File: src/design/assert_macros.svh
`ifndef ASSERT_MACROS_SVH
`define ASSERT_MACROS_SVH
// antecedent holds -> consequent holds in the same cycle
`define KBT_ASSERT_NOW(label, ante, cons) \
    label: assert property (@(posedge clk) disable iff (!rst_n) (ante) |-> (cons)) \
        else $error("kbt assertion failed");
// antecedent holds -> consequent holds in the next cycle
`define KBT_ASSERT_NEXT(label, ante, cons) \
    label: assert property (@(posedge clk) disable iff (!rst_n) (ante) |=> (cons)) \
        else $error("kbt assertion failed");
`endif

File: src/design/kbt_pkg.sv
`default_nettype none
package kbt_pkg;
    localparam int QUEUE_DEPTH_DEF = 16;
    localparam int NUM_KEYS_DEF    = 128;
    localparam int COUNT_WIDTH_DEF = 16;
    localparam int CMD_FIFO_DEPTH  = 2;

    localparam int CODE_W     = 7;
    localparam int TIME_W     = 32;
    localparam int KIND_W     = 3;
    localparam int MOD_W      = 3;
    localparam int OUT_CNT_W  = 16;
    localparam int CFG_IDX_W  = 3;
    localparam int CFG_DATA_W = 7;

    localparam logic [KIND_W-1:0] KIND_EVENT = 3'd0;
    localparam logic [KIND_W-1:0] KIND_POP   = 3'd1;
    localparam logic [KIND_W-1:0] KIND_DOWN  = 3'd2;
    localparam logic [KIND_W-1:0] KIND_UP    = 3'd3;
    localparam logic [KIND_W-1:0] KIND_HELD  = 3'd4;
    localparam logic [KIND_W-1:0] KIND_FLUSH = 3'd5;

    localparam logic [CFG_IDX_W-1:0] CFG_REPEAT  = 3'd0;
    localparam logic [CFG_IDX_W-1:0] CFG_SHIFT_L = 3'd1;
    localparam logic [CFG_IDX_W-1:0] CFG_SHIFT_R = 3'd2;
    localparam logic [CFG_IDX_W-1:0] CFG_ALT_L   = 3'd3;
    localparam logic [CFG_IDX_W-1:0] CFG_ALT_R   = 3'd4;
    localparam logic [CFG_IDX_W-1:0] CFG_CTRL_L  = 3'd5;
    localparam logic [CFG_IDX_W-1:0] CFG_CTRL_R  = 3'd6;

    localparam int MOD_SHIFT = 0;
    localparam int MOD_ALT   = 1;
    localparam int MOD_CTRL  = 2;

    typedef enum logic [2:0] {
        OP_NONE,
        OP_EVENT,
        OP_POP,
        OP_DOWN_CNT,
        OP_UP_CNT,
        OP_HELD,
        OP_FLUSH
    } op_t;

    typedef struct packed {
        op_t               op;
        logic [CODE_W-1:0] code;
        logic              up;
        logic [TIME_W-1:0] now;
    } cmd_t;

    typedef struct packed {
        logic              repeat_enable;
        logic [CODE_W-1:0] shift_l;
        logic [CODE_W-1:0] shift_r;
        logic [CODE_W-1:0] alt_l;
        logic [CODE_W-1:0] alt_r;
        logic [CODE_W-1:0] ctrl_l;
        logic [CODE_W-1:0] ctrl_r;
    } cfg_t;

    typedef struct packed {
        logic                 key_valid;
        logic [CODE_W-1:0]    key_code;
        logic [MOD_W-1:0]     key_modifiers;
        logic [TIME_W-1:0]    key_time;
        logic [OUT_CNT_W-1:0] count_value;
        logic [TIME_W-1:0]    time_value;
        logic                 queue_nonempty;
        logic [MOD_W-1:0]     current_modifiers;
        logic [CODE_W-1:0]    last_pressed_key;
        logic [CODE_W-1:0]    last_released_key;
    } res_t;
endpackage
`default_nettype wire

File: src/design/kbt_if.sv
`default_nettype none
interface kbt_evt_if import kbt_pkg::*; ();
    logic                     valid;
    logic                     ready;
    logic [KIND_W-1:0]        kind;
    logic [CODE_W-1:0]        scancode;
    logic                     released;
    logic signed [TIME_W-1:0] now;

    modport source (output valid, kind, scancode, released, now, input ready);
    modport sink (input valid, kind, scancode, released, now, output ready);
endinterface

`default_nettype wire

File: src/design/kbt_front.sv
`default_nettype none
module kbt_front import kbt_pkg::*; #(
    parameter int NUM_KEYS = NUM_KEYS_DEF
) (
    input  wire logic  clk,
    input  wire logic  rst_n,
    kbt_evt_if.sink    evt,
    output logic       cmd_valid,
    input  wire logic  cmd_ready,
    output cmd_t       cmd
);
    logic cmd_valid_reg, cmd_valid_next;
    cmd_t cmd_reg, cmd_next;
    logic inr;

    assign evt.ready = !cmd_valid_reg || cmd_ready;
    assign inr = int'(evt.scancode) < NUM_KEYS;

    always_comb
    begin
        cmd_next      = cmd_reg;
        cmd_next.code = evt.scancode;
        cmd_next.up   = evt.released;
        cmd_next.now  = evt.now;
        case (evt.kind)
            KIND_EVENT: cmd_next.op = inr ? OP_EVENT : OP_NONE;
            KIND_POP:   cmd_next.op = OP_POP;
            KIND_DOWN:  cmd_next.op = inr ? OP_DOWN_CNT : OP_NONE;
            KIND_UP:    cmd_next.op = inr ? OP_UP_CNT : OP_NONE;
            KIND_HELD:  cmd_next.op = inr ? OP_HELD : OP_NONE;
            KIND_FLUSH: cmd_next.op = OP_FLUSH;
            default:    cmd_next.op = OP_NONE;
        endcase
        cmd_valid_next = cmd_valid_reg && !cmd_ready;
        if (evt.valid && evt.ready)
        begin
            cmd_valid_next = 1'b1;
        end
    end

    always_ff @(posedge clk or negedge rst_n)
    begin
        if (!rst_n)
        begin
            cmd_valid_reg <= 1'b0;
        end
        else
        begin
            cmd_valid_reg <= cmd_valid_next;
        end
    end

    always_ff @(posedge clk)
    begin
        if (evt.valid && evt.ready)
        begin
            cmd_reg <= cmd_next;
        end
    end

    assign cmd_valid = cmd_valid_reg;
    assign cmd       = cmd_reg;
endmodule
`default_nettype wire

File: src/flat_wrapper.sv
// flat-port wrapper written by rule: the top's interface ports become plain ports
module kbt_front_flat import kbt_pkg::*;
#(
    parameter int NUM_KEYS = NUM_KEYS_DEF
)
  (clk, rst_n, cmd_valid, cmd_ready, cmd, evt_valid, evt_kind, evt_scancode, evt_released, evt_now, evt_ready);
  kbt_evt_if evt_i ();
  input  wire logic clk;
  input  wire logic rst_n;
  output logic cmd_valid;
  input  wire logic cmd_ready;
  output cmd_t cmd;
  input wire logic [$bits(evt_i.valid)-1:0] evt_valid;
  input wire logic [$bits(evt_i.kind)-1:0] evt_kind;
  input wire logic [$bits(evt_i.scancode)-1:0] evt_scancode;
  input wire logic [$bits(evt_i.released)-1:0] evt_released;
  input wire logic [$bits(evt_i.now)-1:0] evt_now;
  output wire logic [$bits(evt_i.ready)-1:0] evt_ready;
  assign evt_i.valid = evt_valid;
  assign evt_i.kind = evt_kind;
  assign evt_i.scancode = evt_scancode;
  assign evt_i.released = evt_released;
  assign evt_i.now = evt_now;
  assign evt_ready = evt_i.ready;
  kbt_front #(.NUM_KEYS(NUM_KEYS)) u_core (.clk(clk), .rst_n(rst_n), .evt(evt_i), .cmd_valid(cmd_valid), .cmd_ready(cmd_ready), .cmd(cmd));
endmodule
File: config.mk
export PLATFORM = sky130hd
export DESIGN_NAME = kbt_front_flat
export DESIGN_NICKNAME = d
export VERILOG_FILES = /design/src/design/assert_macros.svh /design/src/design/kbt_pkg.sv /design/src/design/kbt_if.sv /design/src/design/kbt_front.sv /design/src/flat_wrapper.sv
export SDC_FILE = /design/constraint.sdc
export NUM_CORES = 1
export LEC_CHECK = 0
export BUFFER_PORTS_ARGS = -buffer_cell sky130_fd_sc_hd__buf_2
export CAP_MARGIN = 20
export CELL_PAD_IN_SITES_DETAIL_PLACEMENT = 0
export CELL_PAD_IN_SITES_GLOBAL_PLACEMENT = 1
export CORE_MARGIN = 2
export CORE_UTILIZATION = 29
export CTS_CLUSTER_SIZE = 40
export DETAILED_ROUTE_END_ITERATION = 7
export HOLD_SLACK_MARGIN = 0.1
export PLACE_DENSITY = 0.86
export SLEW_MARGIN = 20
export SYNTH_ARGS = -nofsm -noshare
export SYNTH_HDL_FRONTEND = slang
export SYNTH_SLANG_ARGS = --single-unit
export TNS_END_PERCENT = 50
File: constraint.sdc
create_clock -name clk -period 1.96 [get_ports clk]
set_input_delay 0.294 -clock clk [delete_from_list [all_inputs] [get_ports clk]]
set_output_delay 0.294 -clock clk [all_outputs]
set_load 0.01 [all_outputs]
Word-level counts from Yosys, hierarchy flattened
Index checks and enable logic that the tools add are counted.
Word-level totals
  register bits: 44
  logic and storage cells: 18
  bits in latches: 0
  bits in writable memories: 0
  input port bits: 47
  bits in read-only memories: 0
  output and inout bits: 45
  memories: 0
Operators by class
  div/mod/pow operators: 0
  equal/unequal tests: 5
  add/sub/neg operators: 0
  reductions and logical operators: 6
  bitwise logic cells: 0
  magnitude comparators: 0
  mux-type cells: 2
  shift operators: 0
  $mul: 0
Operators by type and width (number)
  one-hot mux 3 bit (6 select lines): 1
  == test 3 x 2 -> 1 bit, second input constant: 2
  == test 3 bit, second input constant: 2
  == test 3 x 1 -> 1 bit, second input constant: 1
  logical NOT 3 bit: 1
  logical AND 1 bit: 2
  logical NOT 1 bit: 2
  logical OR 1 bit: 1
  two-way mux 1 bit: 1

Depth between registers and ports, before layout
  depth after elaboration: 4
  gate-level depth with buffers: 2
  mapped depth without buffers: 2

Worst setup path after synthesis
No wires, ideal clock.
  path kind: reg-to-reg
  from: register u_core.cmd_valid_reg, in the netlist u_core.cmd_valid
  to: register u_core.cmd_reg, in the netlist u_core.cmd[0] (enable)
  cell stages (with the launch flop): 3
  data required time: 1555 ps
  clock period less this slack: 1989 ps
  buffers on the path: 0
  setup time: 405 ps
  arrival time: 1584 ps
  setup slack: -29 ps
  cell sequence: dfrtp_1 nand2b_4 and2_1
Between the ends
  longest elaborated chain between the ends: 3
RTL lines
  start: declaration: RTL line kbt_front.sv:12  | logic cmd_valid_reg, cmd_valid_next;
  start signal: assignment: RTL line kbt_front.sv:49  | cmd_valid_reg <= cmd_valid_next;
  logical NOT 1 bit: RTL line kbt_front.sv:16  | assign evt.ready = !cmd_valid_reg || cmd_ready;
  logical OR 1 bit: RTL line kbt_front.sv:16
  named net evt_ready: RTL line flat_wrapper.sv:18  | output wire logic [$bits(evt_i.ready)-1:0] evt_ready;
  logical AND 1 bit: RTL line kbt_front.sv:55  | if (evt.valid && evt.ready)
  end signal: assignment: RTL line kbt_front.sv:57  | cmd_reg <= cmd_next;
  end: declaration: RTL line kbt_front.sv:13  | cmd_t cmd_reg, cmd_next;
The timed path passes the listed nets, and every way through them passes these cells.
A chain may end at the register's enable or synchronous reset.

Final worst setup path
  from: register u_core.cmd_valid_reg, in the netlist u_core.cmd_valid
  to: register u_core.cmd_reg, in the netlist u_core.cmd[29] (enable)
Between the ends
  longest elaborated chain between the ends: 3
RTL lines (RTL line)
  logical NOT 1 bit: kbt_front.sv:16
  logical OR 1 bit: kbt_front.sv:16
  logical AND 1 bit: kbt_front.sv:55
Every way passes these cells.

==> impl_metrics.csv <==
group,metric,value,unit
timing,hold_ws,0.1805,ns
grt,antenna_found_initial,0,
floorplan,floorplan.initialDensity,29.56,%
timing,grt_setup_unrepaired,"false",
final_layout,fin_util,43.06,%
place,gp_congestion,0.6476,
grt,use_met2,15.56,%
worst_setup_path,timing.rr.start,"u_core.cmd_valid",
outcome,status,"complete, no violations",
grt,busiest_layer,"met2",
route,route.antenna.remaining_nets,0,
route,drt_wl_total,2566,microns
synth,yosysUniqueCellTypes,8,
cts,clockRootBuffer,"clkbuf_8",
cts,clk_pin_slew_worst_paths,0.07,ns
hold_path,worstHoldPathType,"input pin to flop",
final_layout,drive_gt1_share,64.94,%
cts,post_cts_buffers,0,
route,drc_errors,0,
synth,seq_area_frac_synth,95.55,%
cts,cts_tree,"done",
synth,synth_top_area_share,93.73,%
worst_setup_path,crit_arrival,1.21,ns
timing,fmax,797.6,MHz
grt,grt_start_max_net_pins,26,
cts,htree_levels,2,
route,vias,847,
worst_setup_path,crit_chain,"nand2b_4, and2_2, buf_4",
power,power_leakage,0.8649,nW
grt,grtUsageMet1,10.85,%
place,port_buffers,91,
timing,hold_viol,0,
timing,final_max_slew_viol_count,0,
final_layout,diodes,0,
synth,synth_area_leaders,"edfxtp_1 (94%), dfrtp_1 (1.8%), mux2i_1 (1.5%)",
final_layout,largest_reg_flops,43,
final_layout,finish.net_count,200,
floorplan,fp-row-count,25,
route,viasPerCell,4.072,
grt,grt_pass1_vias,818,
worst_setup_path,cp-end-kind,"flop",
worst_setup_path,critical_path_required,1.92,ns
grt,grt-ovfl-total,0,
timing,min_period,1.254,ns
cts,cts_buffers,5,
synth,syn_nets,99,
synth,syn-cell-area,1378,sq um
grt,met3_usage,7.182,%
cts,cts_sinks,44,
worst_setup_path,start_kind,"flop",
route,dr.pass1.iters,2,
synth,syn_avg_cell_area,26.49,sq um
power,p_per_area,887.9,nW/um^2
timing,finClkSkew,0.003172,ns
timing,period_share,63.97,%
power,p_total,0.001782,W
worst_setup_path,crit_path_max_fanout,25,
job,maxCapViolCount,0,
hold_path,min_to,"u_core.cmd[10]",
route,drtIter0Drc,29,
timing,relSlewSlack,79.83,%
synth,yosysTopAreaCell,"edfxtp_1",
cts,insertion_delay,0.28,ns
floorplan,die_h,72.92,microns
grt,grt_pass1_wl,3850,microns
grt,grt_use_total,10.10,%
cts,clock_tree.buffer_depth,2,
worst_setup_path,slowest_stage,"dfrtp_1",
worst_setup_path,critical_path_class,"flop to flop",
synth,ys_seq_elements,44,
floorplan,dieArea,5317,sq um
hold_path,min_from,"evt_now[10]",
timing,tns,0,ns
power,vdd_ir_drop_max,0.4921,mV
hold_path,min_path_cells,1,
worst_setup_path,worstReg2RegEnd,"u_core.cmd[29]",
floorplan,ios,92,
worst_setup_path,worstRegToRegCells,3,
worst_setup_path,reg2reg_slack,0.71,ns
timing,worstMarginPinSlew,0.3026,ns
final_layout,fillCellCount,442,
synth,ys_warn_count,0,
floorplan,core_area,4661,sq um
worst_setup_path,slowest_delay,0.40,ns
floorplan,die_w,72.92,microns
timing,finalSetupViolations,0,
final_layout,syn_to_final_growth,45.69,%
synth,syn_inst,52,
route,wl_per_cell,12.34,microns
timing repair:
action	4_1_cts	5_1_grt
endpoints found under the hold margin	1	0
gates resized for setup	0	0
hold buffers	1	0
cell type report:
| cell class | count | area, sq um | share of cell area (%) |
|---|---|---|---|
| repair buffers | 94 | 480.5 | 23.94 |
| multi-input cells | 8 | 62.56 | 3.117 |
| well taps | 54 | 67.56 | 3.367 |
| clock buffers | 7 | 76.32 | 3.803 |
| flip-flops and latches | 44 | 1316 | 65.59 |
| clock inverters | 1 | 3.754 | 0.1870 |
metal layers:
layer / part of all wire, % / vias to the layer above
li1: - / 404
met1: 37 / 378
met2: 47 / 61
met3: 15 / 4
met4: 1.1 / 0
met5: 0 / -
metrics by stage:
| stage | setup slack [ns] | cells | instance area, sq um |
|---|---|---|---|
| final | 0.7062 | 208 | 2007 |
| after global routing | 0.6532 | 208 | 2007 |
| after global placement | 0.7054 | 199 | 1917 |
| after detailed placement | 0.6779 | 199 | 1917 |
| after CTS | 0.6945 | 208 | 2007 |
| after floorplan | 0.4274 | 52 | 1379 |
logic make-up (layout without fill, tap and decap cells):
| logic type | after synthesis | count (layout) | synth area share [%] |
|---|---|---|---|
| DFF | 44 | 44 | 95.55 |
| and+or+nand+nor | 5 | 5 | 2.634 |
| muxes | 2 | 2 | 1.453 |
| AOI/OAI and AO/OA | 1 | 1 | 0.3630 |
| buffers and inverters | 0 | 102 | 0 |
synth_stat cells (all sizes together):
master and instances:
mux2i 2, edfxtp 43, dfrtp 1, a21oi 1, nand2 1, nand2b 3, and2 1
worst max-delay path by stage:
stage / slack, ns / start / end
floorplan: 0.43 / u_core.cmd_valid / u_core.cmd[0]
global placement: 0.71 / cmd_ready / u_core.cmd[20]
detailed placement: 0.68 / cmd_ready / u_core.cmd[33]
CTS: 0.69 / u_core.cmd_valid / u_core.cmd[29]
global route: 0.65 / u_core.cmd_valid / u_core.cmd[31]
finish: 0.71 / u_core.cmd_valid / u_core.cmd[29]
worst max-delay path, delay by kind of cell, from the launching register on:
| family | cells | cell delay, ns |
|---|---|---|
| DFF | 1 | 0.40 |
| buffers and inverters | 1 | 0.29 |
| and+or+nand+nor | 2 | 0.22 |
report_power, final:
part / switching (W) / internal, W / leakage, nW
Sequential: 0.0000112 / 0.00110 / 0.421
Combinational: 0.0000833 / 0.0000753 / 0.404
Clock: 0.000269 / 0.000248 / 0.0399
Total: 0.000364 / 0.00142 / 0.865
cells in the final DEF, fill, tap and decap left out, types with 2 or more instances in the layout:
cell type  instances
buf_4              2
buf_2             91
nand2b_1           2
edfxtp_1          43
mux2i_1            2
clkbuf_8           5
clkbuf_1           2
Note: power is estimated with default switching activity, not from simulation.
