File: src/design/assert_macros.svh
`ifndef ASSERT_MACROS_SVH
`define ASSERT_MACROS_SVH
// antecedent holds -> consequent holds in the same cycle
`define KBT_ASSERT_NOW(label, ante, cons) \
    label: assert property (@(posedge clk) disable iff (!rst_n) (ante) |-> (cons)) \
        else $error("kbt assertion failed");
// antecedent holds -> consequent holds in the next cycle
`define KBT_ASSERT_NEXT(label, ante, cons) \
    label: assert property (@(posedge clk) disable iff (!rst_n) (ante) |=> (cons)) \
        else $error("kbt assertion failed");
`endif

File: src/design/kbt_pkg.sv
`default_nettype none
package kbt_pkg;
    localparam int QUEUE_DEPTH_DEF = 16;
    localparam int NUM_KEYS_DEF    = 128;
    localparam int COUNT_WIDTH_DEF = 16;
    localparam int CMD_FIFO_DEPTH  = 2;

    localparam int CODE_W     = 7;
    localparam int TIME_W     = 32;
    localparam int KIND_W     = 3;
    localparam int MOD_W      = 3;
    localparam int OUT_CNT_W  = 16;
    localparam int CFG_IDX_W  = 3;
    localparam int CFG_DATA_W = 7;

    localparam logic [KIND_W-1:0] KIND_EVENT = 3'd0;
    localparam logic [KIND_W-1:0] KIND_POP   = 3'd1;
    localparam logic [KIND_W-1:0] KIND_DOWN  = 3'd2;
    localparam logic [KIND_W-1:0] KIND_UP    = 3'd3;
    localparam logic [KIND_W-1:0] KIND_HELD  = 3'd4;
    localparam logic [KIND_W-1:0] KIND_FLUSH = 3'd5;

    localparam logic [CFG_IDX_W-1:0] CFG_REPEAT  = 3'd0;
    localparam logic [CFG_IDX_W-1:0] CFG_SHIFT_L = 3'd1;
    localparam logic [CFG_IDX_W-1:0] CFG_SHIFT_R = 3'd2;
    localparam logic [CFG_IDX_W-1:0] CFG_ALT_L   = 3'd3;
    localparam logic [CFG_IDX_W-1:0] CFG_ALT_R   = 3'd4;
    localparam logic [CFG_IDX_W-1:0] CFG_CTRL_L  = 3'd5;
    localparam logic [CFG_IDX_W-1:0] CFG_CTRL_R  = 3'd6;

    localparam int MOD_SHIFT = 0;
    localparam int MOD_ALT   = 1;
    localparam int MOD_CTRL  = 2;

    typedef enum logic [2:0] {
        OP_NONE,
        OP_EVENT,
        OP_POP,
        OP_DOWN_CNT,
        OP_UP_CNT,
        OP_HELD,
        OP_FLUSH
    } op_t;

    typedef struct packed {
        op_t               op;
        logic [CODE_W-1:0] code;
        logic              up;
        logic [TIME_W-1:0] now;
    } cmd_t;

    typedef struct packed {
        logic              repeat_enable;
        logic [CODE_W-1:0] shift_l;
        logic [CODE_W-1:0] shift_r;
        logic [CODE_W-1:0] alt_l;
        logic [CODE_W-1:0] alt_r;
        logic [CODE_W-1:0] ctrl_l;
        logic [CODE_W-1:0] ctrl_r;
    } cfg_t;

    typedef struct packed {
        logic                 key_valid;
        logic [CODE_W-1:0]    key_code;
        logic [MOD_W-1:0]     key_modifiers;
        logic [TIME_W-1:0]    key_time;
        logic [OUT_CNT_W-1:0] count_value;
        logic [TIME_W-1:0]    time_value;
        logic                 queue_nonempty;
        logic [MOD_W-1:0]     current_modifiers;
        logic [CODE_W-1:0]    last_pressed_key;
        logic [CODE_W-1:0]    last_released_key;
    } res_t;
endpackage
`default_nettype wire

File: src/design/kbt_cmd_fifo.sv
`default_nettype none
module kbt_cmd_fifo import kbt_pkg::*; (
    input  wire logic  clk,
    input  wire logic  rst_n,
    input  wire logic  push_valid,
    output logic       push_ready,
    input  wire cmd_t  push_data,
    output logic       pop_valid,
    input  wire logic  pop_ready,
    output cmd_t       pop_data
);
    localparam int PW = $clog2(CMD_FIFO_DEPTH);

    cmd_t slot_reg [CMD_FIFO_DEPTH];
    logic [PW-1:0] wr_reg, wr_next, rd_reg, rd_next;
    logic [PW:0]   cnt_reg, cnt_next;
    logic do_push, do_pop;

    assign push_ready = cnt_reg != (PW+1)'(CMD_FIFO_DEPTH);
    assign pop_valid  = cnt_reg != '0;
    assign pop_data   = slot_reg[rd_reg];
    assign do_push    = push_valid && push_ready;
    assign do_pop     = pop_valid && pop_ready;

    always_comb
    begin
        wr_next  = wr_reg;
        rd_next  = rd_reg;
        cnt_next = cnt_reg;
        if (do_push)
        begin
            wr_next = (wr_reg == PW'(CMD_FIFO_DEPTH - 1)) ? '0 : wr_reg + 1'b1;
        end
        if (do_pop)
        begin
            rd_next = (rd_reg == PW'(CMD_FIFO_DEPTH - 1)) ? '0 : rd_reg + 1'b1;
        end
        if (do_push && !do_pop)
        begin
            cnt_next = cnt_reg + 1'b1;
        end
        else if (do_pop && !do_push)
        begin
            cnt_next = cnt_reg - 1'b1;
        end
    end

    always_ff @(posedge clk or negedge rst_n)
    begin
        if (!rst_n)
        begin
            wr_reg  <= '0;
            rd_reg  <= '0;
            cnt_reg <= '0;
        end
        else
        begin
            wr_reg  <= wr_next;
            rd_reg  <= rd_next;
            cnt_reg <= cnt_next;
        end
    end

    always_ff @(posedge clk)
    begin
        if (do_push)
        begin
            slot_reg[wr_reg] <= push_data;
        end
    end
endmodule
`default_nettype wire

File: config.mk
export PLATFORM = sky130hd
export DESIGN_NAME = kbt_cmd_fifo
export DESIGN_NICKNAME = d
export VERILOG_FILES = /design/src/design/assert_macros.svh /design/src/design/kbt_pkg.sv /design/src/design/kbt_cmd_fifo.sv
export SDC_FILE = /design/constraint.sdc
export NUM_CORES = 1
export LEC_CHECK = 0
export ABC_AREA = 1
export BUFFER_PORTS_ARGS = -buffer_cell sky130_fd_sc_hd__buf_2
export CAP_MARGIN = 20
export CORE_MARGIN = 3
export CORE_UTILIZATION = 56
export CTS_BUF_LIST = sky130_fd_sc_hd__clkbuf_16
export DETAILED_ROUTE_END_ITERATION = 7
export PLACE_DENSITY = 0.83
export SYNTH_ARGS = -nofsm -noshare
export SYNTH_HDL_FRONTEND = slang
export SYNTH_SLANG_ARGS = --single-unit
File: constraint.sdc
create_clock -name clk -period 8.8 [get_ports clk]
set_input_delay 0 -clock clk [delete_from_list [all_inputs] [get_ports clk]]
set_output_delay 0 -clock clk [all_outputs]
set_load 0.005 [all_outputs]
# Word level (Yosys, flattened, before mapping)
# Memory sizes are Yosys's and may differ from the RTL's.
# Index checks and enable logic that the tools add are counted.
# op_classes
add_sub_neg	4
n_eq_ne	1
n_mux	6
reduce_logical	8
# ops
operator	n
logical AND 1 bit	4
2-to-1 mux 1 bit	4
2-to-1 mux 2 bit	2
nonzero test 2 bit	2
adder 1 bit, second input constant	2
adder 2 x 1 -> 2 bit, second input constant	1
zero test 1 bit	2
!= test 2 bit, second input constant	1
subtractor 2 x 1 -> 2 bit, second input constant	1
# totals
reg_bits	4
ram_bits	86
input_bits	47
out_inout_bits	45
word_cells	23
memories	1
# memory_table
name	words	width	read_ports	rd_ports_with_merged_regs	write_ports	line	source
slot_reg	2	43	1	0	1	kbt_cmd_fifo.sv:14	cmd_t slot_reg [CMD_FIFO_DEPTH];

# Depth between registers and ports, before layout
# Gate-level depths: netlist of the first run.
# logic_depth
word_depth	6
mapped_depth	10
ltp_nobuf	10

# Worst setup path after synthesis of the first run
# OpenSTA, ideal clock, no wires.
# synth_path
path_type	reg-to-reg
from	register cnt_reg[0]
to	memory slot_reg[0][0] (netlist name), enable pin
setup_time_ps	443
t_arrival_ps	2390
required_ps	8357
setup_slack_ps	5967
path_stages_with_launch	5
path_buffers	0
synth_period_minus_slack_ps	2833
cell_sequence	dfrtp_1 inv_2 nand2_2 nand2_2 nor2_1
# synth_via
elab_chain_cells	4
# synth_rtl
element	line	source
from (decl)	kbt_cmd_fifo.sv:16	logic [PW:0] cnt_reg, cnt_next;
from (signal assigned)	kbt_cmd_fifo.sv:60	cnt_reg <= cnt_next;
!= test 2 bit	kbt_cmd_fifo.sv:19	assign push_ready = cnt_reg != (PW+1)'(CMD_FIFO_DEPTH);
net push_ready	kbt_cmd_fifo.sv:6	output logic push_ready,
logical AND 1 bit	kbt_cmd_fifo.sv:22	assign do_push = push_valid && push_ready;
2-to-1 mux 1 bit	kbt_cmd_fifo.sv:66	if (do_push)
2-to-1 mux 1 bit (implied by the code)	kbt_cmd_fifo.sv:68	slot_reg[wr_reg] <= push_data;
to (decl)	kbt_cmd_fifo.sv:14	
# The timed path passes the listed nets, and every way through them passes these cells.

==> metrics, run 1 <==
PnR worst setup slack 6900 ps; critical-path maximum fanout 45; GRT Util Overall 21.5%; post-route design area 0.00466 mm2; Via density 4.98; CTS clk-pin slew, worst paths 60 ps; H-tree Lvls 3; relative slew slack 42.8%; CP cell instances inv_8 -> nand2_1 -> nand2_1 -> buf_2; dpl cells 409; sequential power share 45.7%; Clock Path Buffers 2; n_diodes 0; Final min period 1900 ps; Crit path max-delay family flip-flops; Die W 84.2 um; max cap viols 0; Final Skew 7.48 ps; synth warn 0; final WL 7190 um; vias in the first global route 2,467; DRT iter0 DRCs 100; DR WL/cell 15.3 um; worst slew pin tran 858 ps; crit start category flip-flop; first-pass iteration count of the detailed router 4; dpl ws 7120 ps; synthesized instance count 253; setup_tns 0 ps; initial core utilization 60.0%; Final GP Congestion 0.803; final cell count without fillers 470; fraction of the yosys area taken by sequential cells 78.4%; die area 0.00709 mm2; CTS sink count 90; Final Core Density 81.7%; Net Sw Frac 31.6%; combinational share of power 29.3%; worst r2r path cells 5; Final #Nets 442; final total power 1.42 mW; endpoint class of the critical path primary output; depth of the worst hold-timing path 3; share of cells above drive strength 1 30.7%; root buffer cell clkbuf_16; CP bufs+invs 2; sw power 0.448 mW; Setup-failing EPs final 0; number of port buffers 91; crit path kind reg -> out; Area after DPL 0.00393 mm2; cts bufs inserted 9; Worst EP required 8800 ps; post-synthesis cell type count 16; first-pass GRT wire length 11,600 um; DR vias 2,339; Pint 0.969 mW; Clock Latency Late Sink 330 ps; hold crit path type in -> reg; Post-Syn Nets 301; initial antenna violation count 0; final hold violations 0; Hold Path End wr_reg$_DFFE_PN0P_; CTS tree done; Top Ports 92; status finished, final reports clean; Worst Hold Launch push_valid; Slowest cell on crit path dfrtp_2; Pwr Density 304 mW/mm2; f_max 526 MHz; max FFs per register 86; placeable core region 0.00571 mm2; worst r2r src cnt_reg[0]$_DFFE_PN0P_; drc violations 0; FP Rows 27; Pleak 2.03 nW; syn avg cell area 13.5 um2; Detail Placement HPWL 4410 um; Slew Viols, Final 0; pin count of the biggest net entering global routing 46; CP max stage delay 920 ps; R2R Setup Slk 7110 ps; Most common cell on crit path nand2_1; Post-DRT Antenna Nets 0; RSZ-0062 raised after global routing false; maximum VDD drop 0.207 mV; commonest non-fill, non-tap cells in the layout nand2_1 (126), buf_2 (91), edfxtp_1 (86), dlygate4sd3_1 (46), nand2_2 (13); Yosys reg bits 90; r2r endpoint slot_reg[1][31]$_DFFE_PP_; WP data arrival 1900 ps; Min Hold Slack 62.6 ps; Layout area overhead 36.3%; GR Overflow Total 0; Die Span Y 84.2 um; area of the mapped netlist 0.00342 mm2; Clk pwr share 25.0%; setup repair bufs after CTS 0; leading cell type in the layout, fill and taps excluded nand2_1; fin crit share 21.6%
-- final cells by class --
class	instances	area, um2
clock buffers	9	225
clock inverters	6	52.6
fillers	312	1040
inverters	7	33.8
multi-input cells	147	623
flip-flops and latches	90	2680
well taps	72	90.1
repair buffers	139	956
-- worst register-to-register path, cell delays in order (launching register included) --
cell and delay (ps):
dfrtp_1 390, inv_2 70, nand2_2 70, nand2_2 110, nor2_4 470, buf_12 270
-- worst max-delay path by stage --
stage / end / depth (start not counted) / start
floorplan: slot_reg[0][0]$_DFFE_PP_ / 4 / cnt_reg[0]$_DFFE_PN0P_
global placement: slot_reg[0][10]$_DFFE_PP_ / 4 / cnt_reg[0]$_DFFE_PN0P_
detailed placement: slot_reg[0][2]$_DFFE_PP_ / 5 / cnt_reg[0]$_DFFE_PN0P_
CTS: pop_data[21] / 4 / rd_reg$_DFFE_PN0P_
global route: pop_data[11] / 4 / rd_reg$_DFFE_PN0P_
finish: pop_data[21] / 4 / rd_reg$_DFFE_PN0P_
-- routing by layer --
| metal | vias up | track usage (%) | share of wire [%] |
|---|---|---|---|
| met3 | 15 | 4.81 | 7.2 |
| met2 | 103 | 39.5 | 54 |
| met5 | - | 0 | 0 |
| met4 | 0 | 7.02 | 1.5 |
| met1 | 1088 | 24.8 | 37 |
| li1 | 1133 | - | - |
-- cell usage after synthesis --
library cell / count / area (um2)
inv_2: 1 / 3.75
inv_1: 5 / 18.8
buf_4: 3 / 22.5
dfrtp_1: 4 / 100
ha_1: 1 / 12.5
buf_6: 5 / 56.3
nand4_1: 1 / 6.26
nand3_1: 2 / 10.0
xor2_1: 1 / 8.76
nand2_2: 13 / 81.3
edfxtp_1: 86 / 2580
buf_12: 1 / 20.0
inv_8: 1 / 11.3
xnor2_1: 1 / 8.76
nor2_1: 2 / 7.51
nand2_1: 126 / 473
-- what timing repair did --
action | in CTS | in global routing
endpoints found under the hold margin | 91 | 0
hold buffers | 46 | 0
gates resized for setup | 0 | 0
-- power by group through the flow --
stage               Sequential [mW]  Combinational [mW]  Clock (mW)
finish                        0.648               0.415       0.354
floorplan                     0.622               0.275           0
detailed placement            0.657               0.400           0
global placement              0.654               0.372           0
global route                  0.660               0.468       0.376
CTS                           0.648               0.418       0.360
-- logic make-up (layout without fill, tap and decap cells) --
group,count (synthesis),in the layout,synth area share [%]
buffers and inverters,16,161,3.87
XOR/XNOR,2,2,0.512
adder cells (fa/ha/maj),1,1,0.365
AND/OR/NAND/NOR,144,144,16.9
flip-flops,90,90,78.4
No activity file was read; power rests on OpenSTA's default activity.
==> inputs of run 2 (changes only) <==
--- a/config.mk
+++ b/config.mk
@@ -9,10 +9,10 @@
 export BUFFER_PORTS_ARGS = -buffer_cell sky130_fd_sc_hd__buf_2
 export CAP_MARGIN = 20
 export CORE_MARGIN = 3
-export CORE_UTILIZATION = 56
+export CORE_UTILIZATION = 47
 export CTS_BUF_LIST = sky130_fd_sc_hd__clkbuf_16
 export DETAILED_ROUTE_END_ITERATION = 7
-export PLACE_DENSITY = 0.83
+export PLACE_DENSITY = 0.74
 export SYNTH_ARGS = -nofsm -noshare
 export SYNTH_HDL_FRONTEND = slang
 export SYNTH_SLANG_ARGS = --single-unit
==> constraint.sdc (replaced) <==
create_clock -name clk -period 1.7 [get_ports clk]
set_input_delay 0 -clock clk [delete_from_list [all_inputs] [get_ports clk]]
set_output_delay 0 -clock clk [all_outputs]
set_load 0.005 [all_outputs]
==> run 2 against run 1 <==
Compared with the run above: final cell count grew 6.4%; power grew to 5.4 times the previous value; first-iteration DRC count decreased by 18%; worst setup slack lost 6700 ps; global-route usage is 4.9 points lower; highest routed layer unchanged; combinational power rose to 5.4 times the previous value; clock power rose to 5.9 times the previous value; register-to-register slack lost 6900 ps.
==> metrics, run 2 (synthesized netlist as in run 1, its figures left out) <==
root buffer cell clkbuf_16; Final min period 1500 ps; Layout area overhead 39.7%; drc violations 0; cts bufs inserted 9; CTS sink count 90; dpl ws 206 ps; f_max 664 MHz; Top Ports 92; Pleak 2.07 nW; FP Rows 30; n_diodes 0; first-pass GRT wire length 10,600 um; die area 0.00834 mm2; Post-DRT Antenna Nets 0; Die W 91.3 um; post-route design area 0.00478 mm2; Area after DPL 0.00399 mm2; pin count of the biggest net entering global routing 45; status finished, final reports clean; Clock Path Buffers 2; max cap viols 0; initial antenna violation count 0; number of port buffers 91; Net Sw Frac 30.9%; max FFs per register 86; combinational share of power 29.8%; Setup-failing EPs final 0; initial core utilization 49.3%; DR WL/cell 13.1 um; hold crit path type in -> reg; sequential power share 42.7%; worst slew pin tran 346 ps; Via density 4.55; setup repair bufs after CTS 0; vias in the first global route 2,288; first-pass iteration count of the detailed router 4; DRT iter0 DRCs 82; GR Overflow Total 0; r2r endpoint cnt_reg[1]$_DFFE_PN0P_; R2R Setup Slk 210 ps; Worst Hold Launch push_valid; fin crit share 88.5%; Hold Path End wr_reg$_DFFE_PN0P_; relative slew slack 76.9%; Clock Latency Late Sink 330 ps; Detail Placement HPWL 4020 um; DR vias 2,275; maximum VDD drop 0.905 mV; GRT Util Overall 16.6%; WP data arrival 1500 ps; worst r2r path cells 9; final cell count without fillers 500; crit start category flip-flop; dpl cells 437; Final #Nets 447; Final GP Congestion 0.752; number of fill cells 474; worst r2r src cnt_reg[0]$_DFFE_PN0P_; Pint 5.25 mW; leading cell type in the layout, fill and taps excluded nand2_1; Pwr Density 1590 mW/mm2; endpoint class of the critical path primary output; placeable core region 0.00694 mm2; PnR worst setup slack 195 ps; CTS clk-pin slew, worst paths 60 ps; final WL 6540 um; H-tree Lvls 3; commonest non-fill, non-tap cells in the layout nand2_1 (126), buf_2 (91), edfxtp_1 (86), dlygate4sd3_1 (47), nand2_2 (13); critical-path maximum fanout 19; final hold violations 0; depth of the worst hold-timing path 3; Slew Viols, Final 0; sw power 2.35 mW; Final Skew 6.94 ps; share of cells above drive strength 1 32.4%; RSZ-0062 raised after global routing false; crit path kind reg -> out; Die Span Y 91.3 um; Clk pwr share 27.5%; CTS tree done; Worst EP required 1700 ps
==> run 2: worst max path at each step <==
stage                           start                  endpoint
2_1_floorplan  cnt_reg[0]$_DFFE_PN0P_  slot_reg[0][0]$_DFFE_PP_
3_3_place_gp   cnt_reg[0]$_DFFE_PN0P_    cnt_reg[1]$_DFFE_PN0P_
3_5_place_dp   cnt_reg[0]$_DFFE_PN0P_    cnt_reg[1]$_DFFE_PN0P_
4_1_cts            rd_reg$_DFFE_PN0P_              pop_data[34]
5_1_grt        cnt_reg[0]$_DFFE_PN0P_    cnt_reg[1]$_DFFE_PN0P_
6_report           rd_reg$_DFFE_PN0P_              pop_data[35]
==> run 2: power groups by stage <==
stage	Combinational (mW)	Clock [mW]	Sequential [mW]
2_1_floorplan	1.43	0	3.21
3_3_place_gp	2.16	0	3.27
3_5_place_dp	2.21	0	3.29
4_1_cts	2.30	2.13	3.25
5_1_grt	2.56	2.23	3.30
6_report	2.26	2.09	3.25
==> run 2: what timing repair did <==
action | in CTS | in global routing
hold endpoints to repair | 91 | 0
gates resized for setup | 0 | 0
hold buffers | 47 | 0
endpoints found under the setup margin | 0 | 0
==> run 2: critical path, stage by stage (launching register included) <==
cell	delay [ps]
dfrtp_2	580
buf_4	300
nand2_1	100
nand2_1	90
buf_2	110
==> run 2: final cells by class <==
type | instances | area, um2 | area share, %
clock buffer | 9 | 225 | 4.71
inverter | 7 | 33.8 | 0.706
timing repair buffer | 144 | 996 | 20.8
sequential | 90 | 2680 | 56.1
clock inverter | 7 | 101 | 2.12
tap | 96 | 120 | 2.51
multi-input combinational | 147 | 623 | 13.0
==> run 2: metrics by stage <==
step	util, %	hold slack, ps	setup TNS, ps	power, mW
CTS	68.9	51.2	0	7.68
detailed placement	57.4	-182	0	5.51
global placement	57.4	-182	0	5.42
global route	68.9	55.9	0	8.08
floorplan	-	-296	-36260	4.64
finish	68.9	58.6	0	7.60
==> run 2: layer usage <==
layer	vias to the layer above	share of wire, %	global-route usage [%]
met5	-	0	0
met3	10	4.5	4.89
met4	0	1.5	6.91
li1	1139	-	-
met2	68	53	29.3
met1	1058	42	18.8
==> inputs of run 3 (changes only) <==
==> constraint.sdc (replaced) <==
create_clock -name clk -period 1.7 [get_ports clk]
set_input_delay 0.34 -clock clk [delete_from_list [all_inputs] [get_ports clk]]
set_output_delay 0.34 -clock clk [all_outputs]
set_load 0.005 [all_outputs]
==> run 3 against run 2 <==
Compared with the run above: the run now ends with setup timing left; via count fell by 2.7%; critical path depth rose by 1; sequential power barely moved; non-clock buffer count fell by 38; hold slack improved by 140 ps; clock power fell by 16%; combinational power rose by 34%.
==> metrics, run 3 (synthesized netlist as in run 1, its figures left out) <==
status finished, violations left; failing checks setup timing; CP bufs+invs 3; depth of the worst hold-timing path 1; CP cell instances buf_12 -> clkbuf_16 -> nand2_4 -> nand2_2 -> buf_2; leading cell type in the layout, fill and taps excluded nand2_1; root buffer cell clkbuf_16; maximum VDD drop 0.700 mV; Final Core Density 66.1%; Pleak 1.99 nW; GR Overflow Total 0; initial antenna violation count 0; Post-DRT Antenna Nets 0; dpl cells 435; CP max stage delay 500 ps; worst r2r path cells 9; initial core utilization 49.3%; Hold Path End slot_reg[0][37]$_DFFE_PP_; crit path kind reg -> out; Slew Viols, Final 0; final total power 8.02 mW; cts bufs inserted 9; Final GP Congestion 0.703; Detail Placement HPWL 3920 um; H-tree Lvls 3; vias in the first global route 2,106; Via density 4.76; relative slew slack 83.0%; GRT Util Overall 15.1%; f_max 581 MHz; worst r2r src cnt_reg[0]$_DFFE_PN0P_; pin count of the biggest net entering global routing 45; Worst Hold Launch push_data[37]; endpoint class of the critical path primary output; fin crit share 101%; Clock Path Buffers 2; crit start category flip-flop; Area after DPL 0.00397 mm2; post-route design area 0.00459 mm2; FP Rows 30; RSZ-0062 raised after global routing true; Clock Latency Late Sink 330 ps; worst slew pin tran 256 ps; Worst EP required 1360 ps; final hold violations 0; max FFs per register 86; R2R Setup Slk 230 ps; max cap viols 0; WP data arrival 1380 ps; Die W 91.3 um; placeable core region 0.00694 mm2; final WL 7080 um; first-pass iteration count of the detailed router 4; critical-path maximum fanout 5; PnR worst setup slack -21.2 ps; Final min period 1720 ps; n_diodes 0; Setup-failing EPs final 20; first-pass GRT wire length 9580 um; Crit path max-delay family flip-flops; DRT iter0 DRCs 108; dpl ws 223 ps; CTS tree done; number of port buffers 91; Slowest cell on crit path dfrtp_4; final cell count without fillers 465; DR vias 2,214; Top Ports 92; CTS sink count 90; DR WL/cell 15.2 um; die area 0.00834 mm2; Final #Nets 412; Layout area overhead 34.2%; Pwr Density 1750 mW/mm2; CP Depth 5; share of cells above drive strength 1 45.3%; CTS clk-pin slew, worst paths 60 ps; r2r endpoint cnt_reg[1]$_DFFE_PN0P_; Final Skew 3.98 ps; drc violations 0; Die Span Y 91.3 um; hold crit path type in -> reg; number of fill cells 509; commonest non-fill, non-tap cells in the layout nand2_1 (99), buf_2 (91), edfxtp_1 (86), nand2_2 (33), clkbuf_16 (12)
==> run 3: changes by cell type in the layout (fill, tap and decap cells not counted), moves of 2 or more <==
| cell | delta |
|---|---|
| nand2_2 | +20 |
| dlygate4sd3_1 | -46 |
| buf_4 | -3 |
| nand2_4 | +7 |
| bufinv_16 | -2 |
| clkbuf_16 | +3 |
| clkinv_1 | +2 |
| clkinv_8 | +2 |
| buf_12 | +4 |
| buf_6 | +4 |
| nand2_1 | -27 |
==> run 3: worst max-delay path by stage <==
stage	startpoint	end	slack, ps
floorplan	cnt_reg[0]$_DFFE_PN0P_	slot_reg[0][0]$_DFFE_PP_	-420
global placement	cnt_reg[0]$_DFFE_PN0P_	cnt_reg[1]$_DFFE_PN0P_	270
detailed placement	cnt_reg[0]$_DFFE_PN0P_	cnt_reg[1]$_DFFE_PN0P_	220
CTS	rd_reg$_DFFE_PN0P_	pop_data[22]	7
global route	rd_reg$_DFFE_PN0P_	pop_data[30]	-60
finish	rd_reg$_DFFE_PN0P_	pop_data[30]	-20
==> run 3: cell type report <==
type                       count  area [um2]  share of cell area (%)
inverter                       7        38.8                   0.844
tap                           96         120                    2.62
timing repair buffer         106         713                    15.5
clock buffer                   9         225                    4.90
timing repair inverter         3        38.8                   0.844
sequential                    90        2690                    58.5
clock inverter                 7        45.0                   0.981
multi-input combinational    147         726                    15.8
==> run 3: timing repair <==
item,4_1_cts,5_1_grt
gates resized for setup,0,50
hold endpoints to repair,4,0
pin swaps,0,9
endpoints found under the setup margin,43,43
hold buffers,1,0
buffers inserted,2,3
cloned,0,8
==> run 3: where the power goes <==
group,internal [mW],total (mW),switching (mW)
Clock,0.983,1.75,0.763
Combinational,1.33,3.03,1.70
Sequential,3.05,3.24,0.194
==> run 3: metal layers <==
metal	track usage [%]	vias up	wire, um
met5	0	-	0
met3	5.39	6	400
li1	-	1076	-
met1	15.9	1053	2740
met4	6.78	0	61
met2	27.0	79	3880
==> run 3: metrics by stage <==
step	hold WS (ps)	TNS, ps
2_1_floorplan	44.4	-36260
3_3_place_gp	158	0
3_5_place_dp	158	0
4_1_cts	187	0
5_1_grt	180	-1810
6_report	197	-168
